[config.mk]
export PLATFORM = sky130hd
export DESIGN_NAME = bond_neighbor_relation_table_flat
export DESIGN_NICKNAME = d
export VERILOG_FILES = /design/src/sv/bnrt_pkg.sv /design/src/sv/bnrt_in_if.sv /design/src/sv/bnrt_out_if.sv /design/src/sv/bnrt_ctrl.sv /design/src/sv/bnrt_datapath.sv /design/src/sv/bond_neighbor_relation_table.sv /design/src/flat_wrapper.sv
export SDC_FILE = /design/constraint.sdc
export NUM_CORES = 2
export LEC_CHECK = 0
export BUFFER_PORTS_ARGS = -buffer_cell sky130_fd_sc_hd__buf_4
export CAP_MARGIN = 10
export CELL_PAD_IN_SITES_DETAIL_PLACEMENT = 1
export CELL_PAD_IN_SITES_GLOBAL_PLACEMENT = 1
export CORE_MARGIN = 1
export CORE_UTILIZATION = 38
export DETAILED_ROUTE_END_ITERATION = 16
export PLACE_DENSITY = 0.61
export SYNTH_ARGS = -nofsm -noshare
export SYNTH_HDL_FRONTEND = slang
export SYNTH_SLANG_ARGS = --single-unit
[constraint.sdc]
create_clock -name i_clk -period 7.1 [get_ports i_clk]
set_input_delay 1.065 -clock i_clk [delete_from_list [all_inputs] [get_ports i_clk]]
set_output_delay 1.065 -clock i_clk [all_outputs]
set_load 0.1 [all_outputs]
[src/sv/bnrt_pkg.sv]
// ----------------------------------------------------------------------------
// Bond neighbor relation table package
// Field widths, action and relation codes, and the command and status
// bundles that join the controller to the datapath.
// ----------------------------------------------------------------------------
package bnrt_pkg;

    localparam int ACT_W         = 2;
    localparam int ATOM_W        = 6;
    localparam int REL_W         = 2;
    localparam int MAX_ATOMS_DEF = 64;

    localparam logic [ACT_W-1:0] ACT_CLEAR = 2'd0;
    localparam logic [ACT_W-1:0] ACT_BOND  = 2'd1;
    localparam logic [ACT_W-1:0] ACT_QUERY = 2'd2;

    localparam logic [REL_W-1:0] REL_BONDED = 2'd0;
    localparam logic [REL_W-1:0] REL_SHARED = 2'd1;
    localparam logic [REL_W-1:0] REL_NONE   = 2'd3;

    // Commands from the controller to the datapath.
    typedef struct packed {
        logic capture;   // input beat accepted: latch indexes and read both rows
        logic clear;     // drop every row of the table
        logic wr_a;      // write back the row of the first atom
        logic wr_b;      // write back the row of the second atom
        logic load_res;  // load the relation into the output register
    } t_cmd;

    // Status from the datapath to the controller.
    typedef struct packed {
        logic bond_ok;   // both indexes in range and distinct
    } t_stat;

endpackage

[src/sv/bnrt_in_if.sv]
// ----------------------------------------------------------------------------
// Bond neighbor relation table input channel
// Valid/ready channel that carries one action with its atom pair per beat.
// ----------------------------------------------------------------------------
interface bnrt_in_if import bnrt_pkg::*; ();

    logic              valid;
    logic              ready;
    logic [ACT_W-1:0]  action;
    logic [ATOM_W-1:0] atom_a;
    logic [ATOM_W-1:0] atom_b;

    modport source (output valid, output action, output atom_a, output atom_b,
                    input ready);
    modport sink   (input valid, input action, input atom_a, input atom_b,
                    output ready);

endinterface

[src/sv/bnrt_out_if.sv]
// ----------------------------------------------------------------------------
// Bond neighbor relation table output channel
// Valid/ready channel that carries one relation code per beat.
// ----------------------------------------------------------------------------
interface bnrt_out_if import bnrt_pkg::*; ();

    logic             valid;
    logic             ready;
    logic [REL_W-1:0] relation;

    modport source (output valid, output relation, input ready);
    modport sink   (input valid, input relation, output ready);

endinterface

[src/sv/bnrt_ctrl.sv]
// ----------------------------------------------------------------------------
// Bond neighbor relation table controller
// Sequences each accepted beat: clear at once, a bond as two row writes or
// none for a bad pair, a query as a compare that loads the output register.
// ----------------------------------------------------------------------------
module bnrt_ctrl import bnrt_pkg::*; (
    input  logic             i_clk,
    input  logic             i_rst_n,
    input  logic             i_in_valid,
    input  logic [ACT_W-1:0] i_action,
    input  logic             i_out_ready,
    input  t_stat            i_stat,
    output logic             o_in_ready,
    output logic             o_out_valid,
    output t_cmd             o_cmd
);

    typedef enum logic [1:0] {
        S_IDLE,
        S_BOND_A,
        S_BOND_B,
        S_QUERY
    } t_state;

    t_state r_state, n_state;
    logic   r_out_valid, n_out_valid;
    logic   accept;
    logic   slot_free;

    assign o_in_ready  = (r_state == S_IDLE);
    assign o_out_valid = r_out_valid;
    assign accept      = i_in_valid && o_in_ready;
    // The output register can take a new result when empty or drained now.
    assign slot_free   = !r_out_valid || i_out_ready;

    always_comb begin
        n_state     = r_state;
        n_out_valid = r_out_valid && !i_out_ready;
        o_cmd       = '0;
        case (r_state)
            S_IDLE: begin
                if (accept) begin
                    o_cmd.capture = 1'b1;
                    case (i_action)
                        ACT_CLEAR: o_cmd.clear = 1'b1;
                        ACT_BOND:  n_state = S_BOND_A;
                        ACT_QUERY: n_state = S_QUERY;
                        default:   n_state = S_IDLE;
                    endcase
                end
            end
            S_BOND_A: begin
                if (i_stat.bond_ok) begin
                    o_cmd.wr_a = 1'b1;
                    n_state    = S_BOND_B;
                end else begin
                    n_state = S_IDLE;
                end
            end
            S_BOND_B: begin
                o_cmd.wr_b = 1'b1;
                n_state    = S_IDLE;
            end
            S_QUERY: begin
                if (slot_free) begin
                    o_cmd.load_res = 1'b1;
                    n_out_valid    = 1'b1;
                    n_state        = S_IDLE;
                end
            end
            default: n_state = S_IDLE;
        endcase
    end

    always_ff @(posedge i_clk) begin
        if (!i_rst_n) begin
            r_state     <= S_IDLE;
            r_out_valid <= 1'b0;
        end else begin
            r_state     <= n_state;
            r_out_valid <= n_out_valid;
        end
    end

endmodule

[src/sv/bnrt_datapath.sv]
// ----------------------------------------------------------------------------
// Bond neighbor relation table datapath
// Adjacency row memory with per-row valid bits, registered row reads,
// the row write-back path and the relation compare.
// ----------------------------------------------------------------------------
module bnrt_datapath import bnrt_pkg::*; #(
    parameter int MAX_ATOMS = MAX_ATOMS_DEF
) (
    input  logic              i_clk,
    input  logic              i_rst_n,
    input  t_cmd              i_cmd,
    input  logic [ATOM_W-1:0] i_atom_a,
    input  logic [ATOM_W-1:0] i_atom_b,
    output t_stat             o_stat,
    output logic [REL_W-1:0]  o_relation
);

    localparam int AW = $clog2(MAX_ATOMS);
    localparam int IW = (AW > ATOM_W) ? AW : ATOM_W;
    localparam logic [MAX_ATOMS-1:0] ROW_ONE = MAX_ATOMS'(1);

    logic [MAX_ATOMS-1:0] mem [MAX_ATOMS];
    logic [MAX_ATOMS-1:0] r_row_valid;

    logic [IW-1:0]        ext_a, ext_b;
    logic [AW-1:0]        addr_a, addr_b;
    logic                 ok_a, ok_b;

    logic [MAX_ATOMS-1:0] r_row_a, r_row_b;
    logic                 r_vld_a, r_vld_b;
    logic [AW-1:0]        r_addr_a, r_addr_b;
    logic                 r_ok_a, r_ok_b;
    logic [REL_W-1:0]     r_relation;

    logic [MAX_ATOMS-1:0] eff_a, eff_b;
    logic                 same;
    logic                 wr_en;
    logic [AW-1:0]        wr_addr;
    logic [MAX_ATOMS-1:0] wr_data;
    logic [REL_W-1:0]     n_relation;

    assign ext_a  = IW'(i_atom_a);
    assign ext_b  = IW'(i_atom_b);
    assign addr_a = ext_a[AW-1:0];
    assign addr_b = ext_b[AW-1:0];
    assign ok_a   = {1'b0, ext_a} < (IW+1)'(MAX_ATOMS);
    assign ok_b   = {1'b0, ext_b} < (IW+1)'(MAX_ATOMS);

    // A row that was never written since the last clear reads as empty.
    assign eff_a = r_vld_a ? r_row_a : '0;
    assign eff_b = r_vld_b ? r_row_b : '0;
    assign same  = (r_addr_a == r_addr_b);

    assign o_stat.bond_ok = r_ok_a && r_ok_b && !same;

    assign wr_en   = i_cmd.wr_a || i_cmd.wr_b;
    assign wr_addr = i_cmd.wr_a ? r_addr_a : r_addr_b;
    assign wr_data = i_cmd.wr_a ? (eff_a | (ROW_ONE << r_addr_b))
                                : (eff_b | (ROW_ONE << r_addr_a));

    // A direct bond wins over a shared neighbor.
    always_comb begin
        if (!r_ok_a || !r_ok_b || same) begin
            n_relation = REL_NONE;
        end else if (eff_a[r_addr_b]) begin
            n_relation = REL_BONDED;
        end else if (|(eff_a & eff_b)) begin
            n_relation = REL_SHARED;
        end else begin
            n_relation = REL_NONE;
        end
    end

    always_ff @(posedge i_clk) begin
        if (wr_en) begin
            mem[wr_addr] <= wr_data;
        end
        if (i_cmd.capture) begin
            r_row_a  <= mem[addr_a];
            r_row_b  <= mem[addr_b];
            r_vld_a  <= r_row_valid[addr_a];
            r_vld_b  <= r_row_valid[addr_b];
            r_addr_a <= addr_a;
            r_addr_b <= addr_b;
            r_ok_a   <= ok_a;
            r_ok_b   <= ok_b;
        end
        if (i_cmd.load_res) begin
            r_relation <= n_relation;
        end
    end

    always_ff @(posedge i_clk) begin
        if (!i_rst_n || i_cmd.clear) begin
            r_row_valid <= '0;
        end else if (wr_en) begin
            r_row_valid[wr_addr] <= 1'b1;
        end
    end

    assign o_relation = r_relation;

endmodule

[src/sv/bond_neighbor_relation_table.sv]
// ----------------------------------------------------------------------------
// Bond neighbor relation table
// Symmetric atom adjacency bitmap answering 1-2 / 1-3 relation queries.
// ----------------------------------------------------------------------------
// The block keeps one bitmap row per atom and takes one beat at a time on its
// input channel. A clear beat needs no further state: each row has a valid
// bit, and dropping all of them at once makes the whole table read as empty.
// An add-bond beat first reads both rows from the adjacency memory into
// registers, then writes back one row after the other, since the memory has
// a single write port. A bond whose atoms are equal or out of range writes
// nothing. A query beat reads both rows, then a compare state tests them
// (bit test for a direct bond, wide AND for a shared neighbor) and loads the
// output register once it is free. The query result waits in that register
// until the sink takes it; the next input beat may be accepted meanwhile,
// and a following query stalls only while the register is full.
// Relation codes: 0 bonded, 1 shared neighbor, 3 otherwise or for the same
// atom twice. A direct bond always wins over a shared neighbor. No reset pass
// is needed; the block is ready in the first cycle after reset.
// ----------------------------------------------------------------------------
module bond_neighbor_relation_table import bnrt_pkg::*; #(
    parameter int MAX_ATOMS = MAX_ATOMS_DEF
) (
    input  logic        i_clk,
    input  logic        i_rst_n,
    bnrt_in_if.sink     i_item,
    bnrt_out_if.source  o_result
);

    t_cmd  cmd;
    t_stat stat;

    // The controller owns every handshake; the datapath only holds data.
    bnrt_ctrl u_ctrl (
        .i_clk       (i_clk),
        .i_rst_n     (i_rst_n),
        .i_in_valid  (i_item.valid),
        .i_action    (i_item.action),
        .i_out_ready (o_result.ready),
        .i_stat      (stat),
        .o_in_ready  (i_item.ready),
        .o_out_valid (o_result.valid),
        .o_cmd       (cmd)
    );

    // Rows are read on the accepted beat, so the atom fields go straight in.
    bnrt_datapath #(
        .MAX_ATOMS (MAX_ATOMS)
    ) u_datapath (
        .i_clk      (i_clk),
        .i_rst_n    (i_rst_n),
        .i_cmd      (cmd),
        .i_atom_a   (i_item.atom_a),
        .i_atom_b   (i_item.atom_b),
        .o_stat     (stat),
        .o_relation (o_result.relation)
    );

    // The first row write of a bond is always followed by the second one.
    a_bond_pair: assert property (@(posedge i_clk) disable iff (!i_rst_n)
        cmd.wr_a |=> cmd.wr_b)
        else $error("bond write-back of first row not followed by second row");

    // No new beat is taken while a bond is still being written back.
    a_no_accept_in_write: assert property (@(posedge i_clk) disable iff (!i_rst_n)
        (cmd.wr_a || cmd.wr_b) |-> !i_item.ready)
        else $error("input ready during a row write-back");

    // A result never overwrites one that the sink has not taken.
    a_no_overwrite: assert property (@(posedge i_clk) disable iff (!i_rst_n)
        cmd.load_res |-> (!o_result.valid || o_result.ready))
        else $error("result register loaded while still full");

    // A query taken with an empty output register loads its result in the next cycle.
    a_query_latency: assert property (@(posedge i_clk) disable iff (!i_rst_n)
        (cmd.capture && i_item.action == ACT_QUERY && !o_result.valid)
        |=> cmd.load_res)
        else $error("query result not loaded one cycle after capture");

endmodule

[src/flat_wrapper.sv]
// flat-port wrapper written by rule: the top's interface ports become plain ports
module bond_neighbor_relation_table_flat import bnrt_pkg::*;
#(
    parameter int MAX_ATOMS = MAX_ATOMS_DEF
)
  (i_clk, i_rst_n, i_item_valid, i_item_action, i_item_atom_a, i_item_atom_b, i_item_ready, o_result_valid, o_result_relation, o_result_ready);
  bnrt_in_if i_item_i ();
  bnrt_out_if o_result_i ();
  input  logic i_clk;
  input  logic i_rst_n;
  input wire logic [$bits(i_item_i.valid)-1:0] i_item_valid;
  input wire logic [$bits(i_item_i.action)-1:0] i_item_action;
  input wire logic [$bits(i_item_i.atom_a)-1:0] i_item_atom_a;
  input wire logic [$bits(i_item_i.atom_b)-1:0] i_item_atom_b;
  output wire logic [$bits(i_item_i.ready)-1:0] i_item_ready;
  output wire logic [$bits(o_result_i.valid)-1:0] o_result_valid;
  output wire logic [$bits(o_result_i.relation)-1:0] o_result_relation;
  input wire logic [$bits(o_result_i.ready)-1:0] o_result_ready;
  assign i_item_i.valid = i_item_valid;
  assign i_item_i.action = i_item_action;
  assign i_item_i.atom_a = i_item_atom_a;
  assign i_item_i.atom_b = i_item_atom_b;
  assign i_item_ready = i_item_i.ready;
  assign o_result_valid = o_result_i.valid;
  assign o_result_relation = o_result_i.relation;
  assign o_result_i.ready = o_result_ready;
  bond_neighbor_relation_table #(.MAX_ATOMS(MAX_ATOMS)) u_core (.i_clk(i_clk), .i_rst_n(i_rst_n), .i_item(i_item_i), .o_result(o_result_i));
endmodule
## Word-level counts from Yosys, hierarchy flattened

Memories as Yosys holds them, arrays and structs flattened. A register that Yosys moved wholly into a read port is not among the register bits.
Index checks and enable logic that the tools add are counted.
W data, S select, Z words.

- $lt $le $gt $ge: 5
- Eq/ne operators: 9
- Shifts and indexed selects: 2
- Muxes and demuxes: 31
- Bitwise operators: 4
- Reductions and logical operators: 13

Operators with widths:

| kind | number |
|---|---|
| $mux W64 | 3 |
| $or A64 B64 Y64 | 3 |
| $shl A1 B6 Y64 const A | 2 |
| $and A64 B64 Y64 | 1 |
| $reduce_or A64 Y1 | 1 |
| $lt A6 B7 Y1 const B | 4 |
| $bmux W1 S6 | 3 |
| $mux W1 | 14 |
| $mux W2 | 7 |
| $pmux W2 S4 | 1 |
| $demux W1 S6 | 1 |
| $eq A2 B2 Y1 const B | 3 |
| $eq A6 B6 Y1 | 1 |
| $ge A6 B1 Y1 const B | 1 |
| $mux W6 | 1 |
| $pmux W2 S3 | 1 |
| $eq A2 B1 Y1 const B | 2 |
| $logic_not A2 Y1 | 2 |
| $ne A2 B2 Y1 const B | 2 |
| $logic_and A1 B1 Y1 | 3 |
| $logic_not A1 Y1 | 3 |
| $logic_or A1 B1 Y1 | 3 |
| $reduce_and A3 Y1 | 1 |
| $ne A2 B1 Y1 const B | 1 |

- Bits in registers: 83
- Bits in writable memories: 4096
- Bits of input ports: 18
- Output and inout bits: 4
- Memories kept: 1

Memory list:

| memory | depth | bits a word | read ports | clocked after Yosys merged registers in | wr ports | line | text |
|---|---|---|---|---|---|---|---|
| u_core.u_datapath.mem | 64 | 64 | 2 | 2 | 1 | bnrt_datapath.sv:22 | `logic [MAX_ATOMS-1:0] mem [MAX_ATOMS];` |

## Longest topological paths before layout

- Depth after elaboration: 9
- Depth in mapped cells: 9
- Depth with buffers taken out: 6

## Cells and area by module

From an unflattened synthesis, not the netlist that was laid out.

- Cells, all modules: 8372
- Area total of the unflattened synthesis: 196749.9 µm²

Modules (own cells, without submodules):

| module | instances | cells each | area an instance (µm²) | seq. area each (µm²) |
|---|---|---|---|---|
| bnrt_datapath | 1 | 8346 | 196556.0 | 128603.3 |
| bnrt_ctrl | 1 | 26 | 193.9 | 60.1 |

## Worst setup path after synthesis

OpenSTA, ideal clock, no wires.

- Path type: register to register
- Start: register u_core.u_datapath.r_addr_b[0]
- End: memory u_core.u_datapath.mem[51][0] in the netlist's numbering (enable)
- Setup time: 584 ps
- Data arrival time: 6092 ps
- Setup slack: 424 ps
- Stages on the path, launching flop included: 8
- Path through: edfxtp_1 -> clkbuf_1 -> clkbuf_1 -> nand2_1 -> clkbuf_1 -> nor2_1 -> a31oi_1 -> a211oi_1

- Cells in the longest elaborated chain, start to end: 6

RTL lines:

| what | line | text |
|---|---|---|
| start, declared | bnrt_datapath.sv:31 | `logic [AW-1:0] r_addr_a, r_addr_b;` |
| start signal, assigned | bnrt_datapath.sv:84 | `r_addr_b <= addr_b;` |
| $eq A6 B6 Y1 | bnrt_datapath.sv:52 | `assign same = (r_addr_a == r_addr_b);` |
| $mux W1 | bnrt_ctrl.sv:53 | `if (i_stat.bond_ok) begin` |
| $mux W1 | bnrt_ctrl.sv:40 | `case (r_state)` |
| $logic_or A1 B1 Y1 | bnrt_datapath.sv:56 | `assign wr_en = i_cmd.wr_a \|\| i_cmd.wr_b;` |
| $mux W1 | bnrt_datapath.sv:75 | `if (wr_en) begin` |
| $mux W1 (not written as such) | bnrt_datapath.sv:76 | `mem[wr_addr] <= wr_data;` |
| end, declared | bnrt_datapath.sv:22 |  |

Parallel ways exist; a longest one is shown, timed or not.

## Worst setup path after layout

- Start: register u_core.u_ctrl.r_state[0]
- End: memory u_core.u_datapath.mem[25][57] in the netlist's numbering (enable)

- Cells in the longest elaborated chain, start to end: 5

RTL lines:

| what | line | text |
|---|---|---|
| start, declared | bnrt_ctrl.sv:25 | `t_state r_state, n_state;` |
| start signal, assigned | bnrt_ctrl.sv:80 | `r_state <= n_state;` |
| $eq A2 B1 Y1 or $eq A2 B2 Y1 (tied branches) | bnrt_ctrl.sv:40 |  |
| $mux W1 | bnrt_ctrl.sv:40 |  |
| $logic_or A1 B1 Y1 | bnrt_datapath.sv:56 |  |
| $mux W1 | bnrt_datapath.sv:75 |  |
| $mux W1 (not written as such) | bnrt_datapath.sv:76 |  |

Parallel ways exist; a longest one is shown, timed or not.

==> flow_metrics.py <==
metrics = {
    "floorplanning": {
        "pin_count": 22,
        "fp-row-count": 264,
        "core-area_um2": 516600,
        "start_util_pct": 38.15,
        "dieArea_um2": 521500,
        "die_w_um": 722.2,
        "die_y_um": 722.2,
    },
    "sta": {
        "period_needed_ns": 5.189,
        "maxSlewViolCount": 0,
        "relSlewSlack_pct": 9.946,
        "final_hold_viol_count": 0,
        "tns_ns": 0,
        "hold_ws_ns": 0.4753,
        "rsz0062_at_grt": "false",
        "fin_skew_ns": 0.08385,
        "finalCritPeriodShare_pct": 73.09,
        "fmaxAchievable_mhz": 192.7,
        "setup_viol": 0,
        "worstMarginPinSlew_ns": 1.348,
    },
    "place": {
        "post-place-cells": 15040,
        "port_buffers": 21,
        "hpwl_um": 377100,
        "place_congestion": 0.8988,
    },
    "clocking": {
        "cts_made_buffers": 456,
        "cts_setup_buffers": 0,
        "ctsResizeCount": 0,
        "cts-hold-fix-buffers": 0,
        "root_buffer": "clkbuf_16",
        "clkSlewWorstSetupHoldPaths_ns": 0.07,
        "insertion_delay_ns": 1.07,
        "clock_path_buffers": 4,
        "clock-sinks": 4307,
        "cts.htree.levels": 5,
        "cts_tree": "yes",
    },
    "grt": {
        "grt_overflow": 0,
        "grt_usage_pct": 26.60,
        "grt_pass1_vias": 110700,
        "grt_max_degree": 105,
        "antenna_found_initial": 32,
        "grt_pass1_wl_um": 953800,
    },
    "job": {
        "cap_violations": 0,
    },
    "detailed_routing": {
        "drcViolationCount": 0,
        "wl_um": 702200,
        "vias_per_cell": 6.777,
        "routedWlPerCell_um": 44.15,
        "firstDrtPassIters": 12,
        "drtIter0Drc": 16460,
        "ant_nets": 0,
        "num_vias": 107800,
    },
    "synthesis": {
        "ys_seq_area_share_pct": 65.28,
        "synth_flop_cell": "edfxtp_1",
        "syn_area_um2": 197100,
        "yosysWarnings": 0,
        "synth_edf_count": 4240,
        "yosysUniqueCellTypes": 58,
        "syn_area_per_cell_um2": 23.41,
        "ys_top_cells_by_area": "edfxtp_1 65%, mux4_2 31%, clkbuf_1 0.81%, dfxtp_1 0.68%, a221oi_1 0.52%",
        "syn_nets": 8438,
        "ys_seq_elements": 4307,
        "syn_inst": 8418,
        "async_reset_ff_share_pct": 0,
        "yosysTopAreaCell": "edfxtp_1",
        "synth_top_area_share_pct": 64.60,
    },
    "critical_path": {
        "cp_max_fo": 48,
        "required_ns": 7.72,
        "worstSetupEndpoint": "u_core.u_datapath.mem[25][57]",
        "rrSetupSlack_ns": 1.91,
        "worstPathArrival_ns": 5.81,
        "end_kind": "register",
        "reg2regPathDepth": 6,
        "critical_path.startpoint": "u_core.u_ctrl.r_state[0]",
        "reg2reg_from": "u_core.u_ctrl.r_state[0]",
        "start_kind": "register",
        "critPathKind": "reg -> reg",
        "r2r-end": "u_core.u_datapath.mem[25][57]",
    },
    "cells_and_area": {
        "layout.cells.non_filler": 15900,
        "drive_above_1_share_pct": 43.62,
        "final_nets": 8616,
        "syn2layout_area_growth_pct": 13.48,
    },
    "outcome": {
        "outcome": "complete, no violations",
    },
    "pwr": {
        "ir_drop_mv": 0.2043,
        "powerDensity_nw_per_um2": 259.3,
        "leakagePower_nw": 67.67,
    },
    "worst_hold_path": {
        "min_path_type": "reg -> reg",
    },
}
-- per-layer routing --
layer	track usage (%)	part of all wire, %
met4	9.808	4.3
met1	37.02	39
met2	41.66	47
met3	5.500	10
met5	0	0.0058
-- state kept, by name, indices dropped and copies added, names as in the netlist --
signal and cells:
u_core.u_datapath.r_row_b 64, u_core.u_datapath.r_addr_a 6, u_core.u_ctrl.r_state 2, u_core.u_datapath.o_relation 2
u_core.u_ctrl.o_out_valid 1, u_core.u_datapath.r_vld_b 1, u_core.u_datapath.r_addr_b 6, u_core.u_datapath.r_row_valid 64
u_core.u_datapath.mem 4096, u_core.u_datapath.r_vld_a 1, u_core.u_datapath.r_row_a 64
-- where the power goes --
group / internal, mW / leakage [nW] / switching [mW]
registers: 28.6 / 39.2 / 0.332
logic: 1.99 / 21.3 / 2.92
clock network: 13.6 / 7.19 / 10.5
total: 44.2 / 67.7 / 13.8
-- through the flow --
stage	util, %	instance area [um^2]	setup WS [ns]	total power [mW]
6_report	43.29	223700	1.911	57.99
5_1_grt	43.29	223600	1.881	59.31
4_1_cts	43.23	223400	2.043	58.23
3_5_place_dp	40.36	208500	2.095	34.33
3_3_place_gp	40.36	208500	2.157	34.21
2_1_floorplan	-	197100	0.4240	32.36
-- synthesized netlist by cell type, types with 8 or more instances --
library cell	instances
a21boi_0	8
nor2_1	136
o21ai_0	56
nor2b_1	10
buf_2	162
dfxtp_1	67
nand2b_1	16
a31oi_1	19
nor3_1	11
a21o_1	10
nand2_1	116
a211oi_1	9
mux4_2	2730
buf_4	17
o21a_1	11
a21oi_1	31
clkbuf_1	427
buf_1	83
nand3_1	14
edfxtp_1	4240
a221oi_1	116
a22o_1	11
and2_1	19
a22oi_1	15
-- kinds of logic (layout without fill, tap and decap cells) --
logic type	after synthesis	after routing	synth area share [%]
XOR/XNOR	6	6	0.02666
adder cells (fa/ha/maj)	2	2	0.01270
flip-flops	4307	4307	65.28
multiplexers	2731	2731	31.20
buffers and inverters	697	1261	1.470
other	0	6	0
AO/OA/AOI/OAI	323	323	1.212
AND/OR/NAND/NOR	352	352	0.7936
-- critical path, cell delays in order, from the launching register on --
cell       delay (ns)
dfxtp_1          0.46
nor2b_1          0.98
o21ai_4          0.16
o2bb2ai_1        0.77
nand2_1          0.62
nor2_4           0.98
buf_12           0.53
-- how the worst min path moves through the flow --
stage	startpoint	slack, ns	to	depth (start not counted)
floorplan	u_core.u_datapath.r_row_valid[12]	0.44	u_core.u_datapath.r_row_valid[12]	2
global placement	u_core.u_datapath.r_row_valid[29]	0.45	u_core.u_datapath.r_row_valid[29]	2
detailed placement	u_core.u_datapath.r_row_valid[10]	0.46	u_core.u_datapath.r_row_valid[10]	2
CTS	i_rst_n	0.41	u_core.u_ctrl.r_state[0]	3
global route	i_rst_n	0.49	u_core.u_ctrl.r_state[0]	3
finish	u_core.u_datapath.r_row_valid[10]	0.48	u_core.u_datapath.r_row_valid[10]	2
-- layout by cell type, fill, tap and decap left out, types with 6 or more instances in the layout --
master	count
inv_6	8
a22oi_1	15
xnor2_1	6
clkbuf_1	95
a21boi_0	8
a211oi_1	7
a22o_1	11
buf_8	8
bufinv_16	46
inv_1	6
mux4_2	2730
clkinvlp_4	18
a21o_1	10
nand3b_1	6
edfxtp_1	4240
nor2b_1	10
o21ai_0	56
a221oi_1	116
o21a_1	10
nor3_1	11
nand3_1	14
nand2_1	116
nand2b_1	16
dfxtp_1	67
nor2_1	36
clkbuf_16	461
buf_12	127
nor2_4	100
clkinv_2	80
buf_4	270
a31oi_4	16
and2_1	14
clkinv_16	12
diode_2	6
clkinv_1	112
a21oi_1	26
-- layout make-up --
cell class | instances | area (um^2)
clock buffer | 559 | 11930
timing repair buffer | 411 | 4827
antenna | 6 | 15.01
sequential | 4307 | 128700
fill | 46720 | 293000
inverter | 6 | 22.52
tap | 6916 | 8653
multi-input combinational | 3414 | 66650
clock inverter | 285 | 2895
Power figures use the tool's default switching activity.
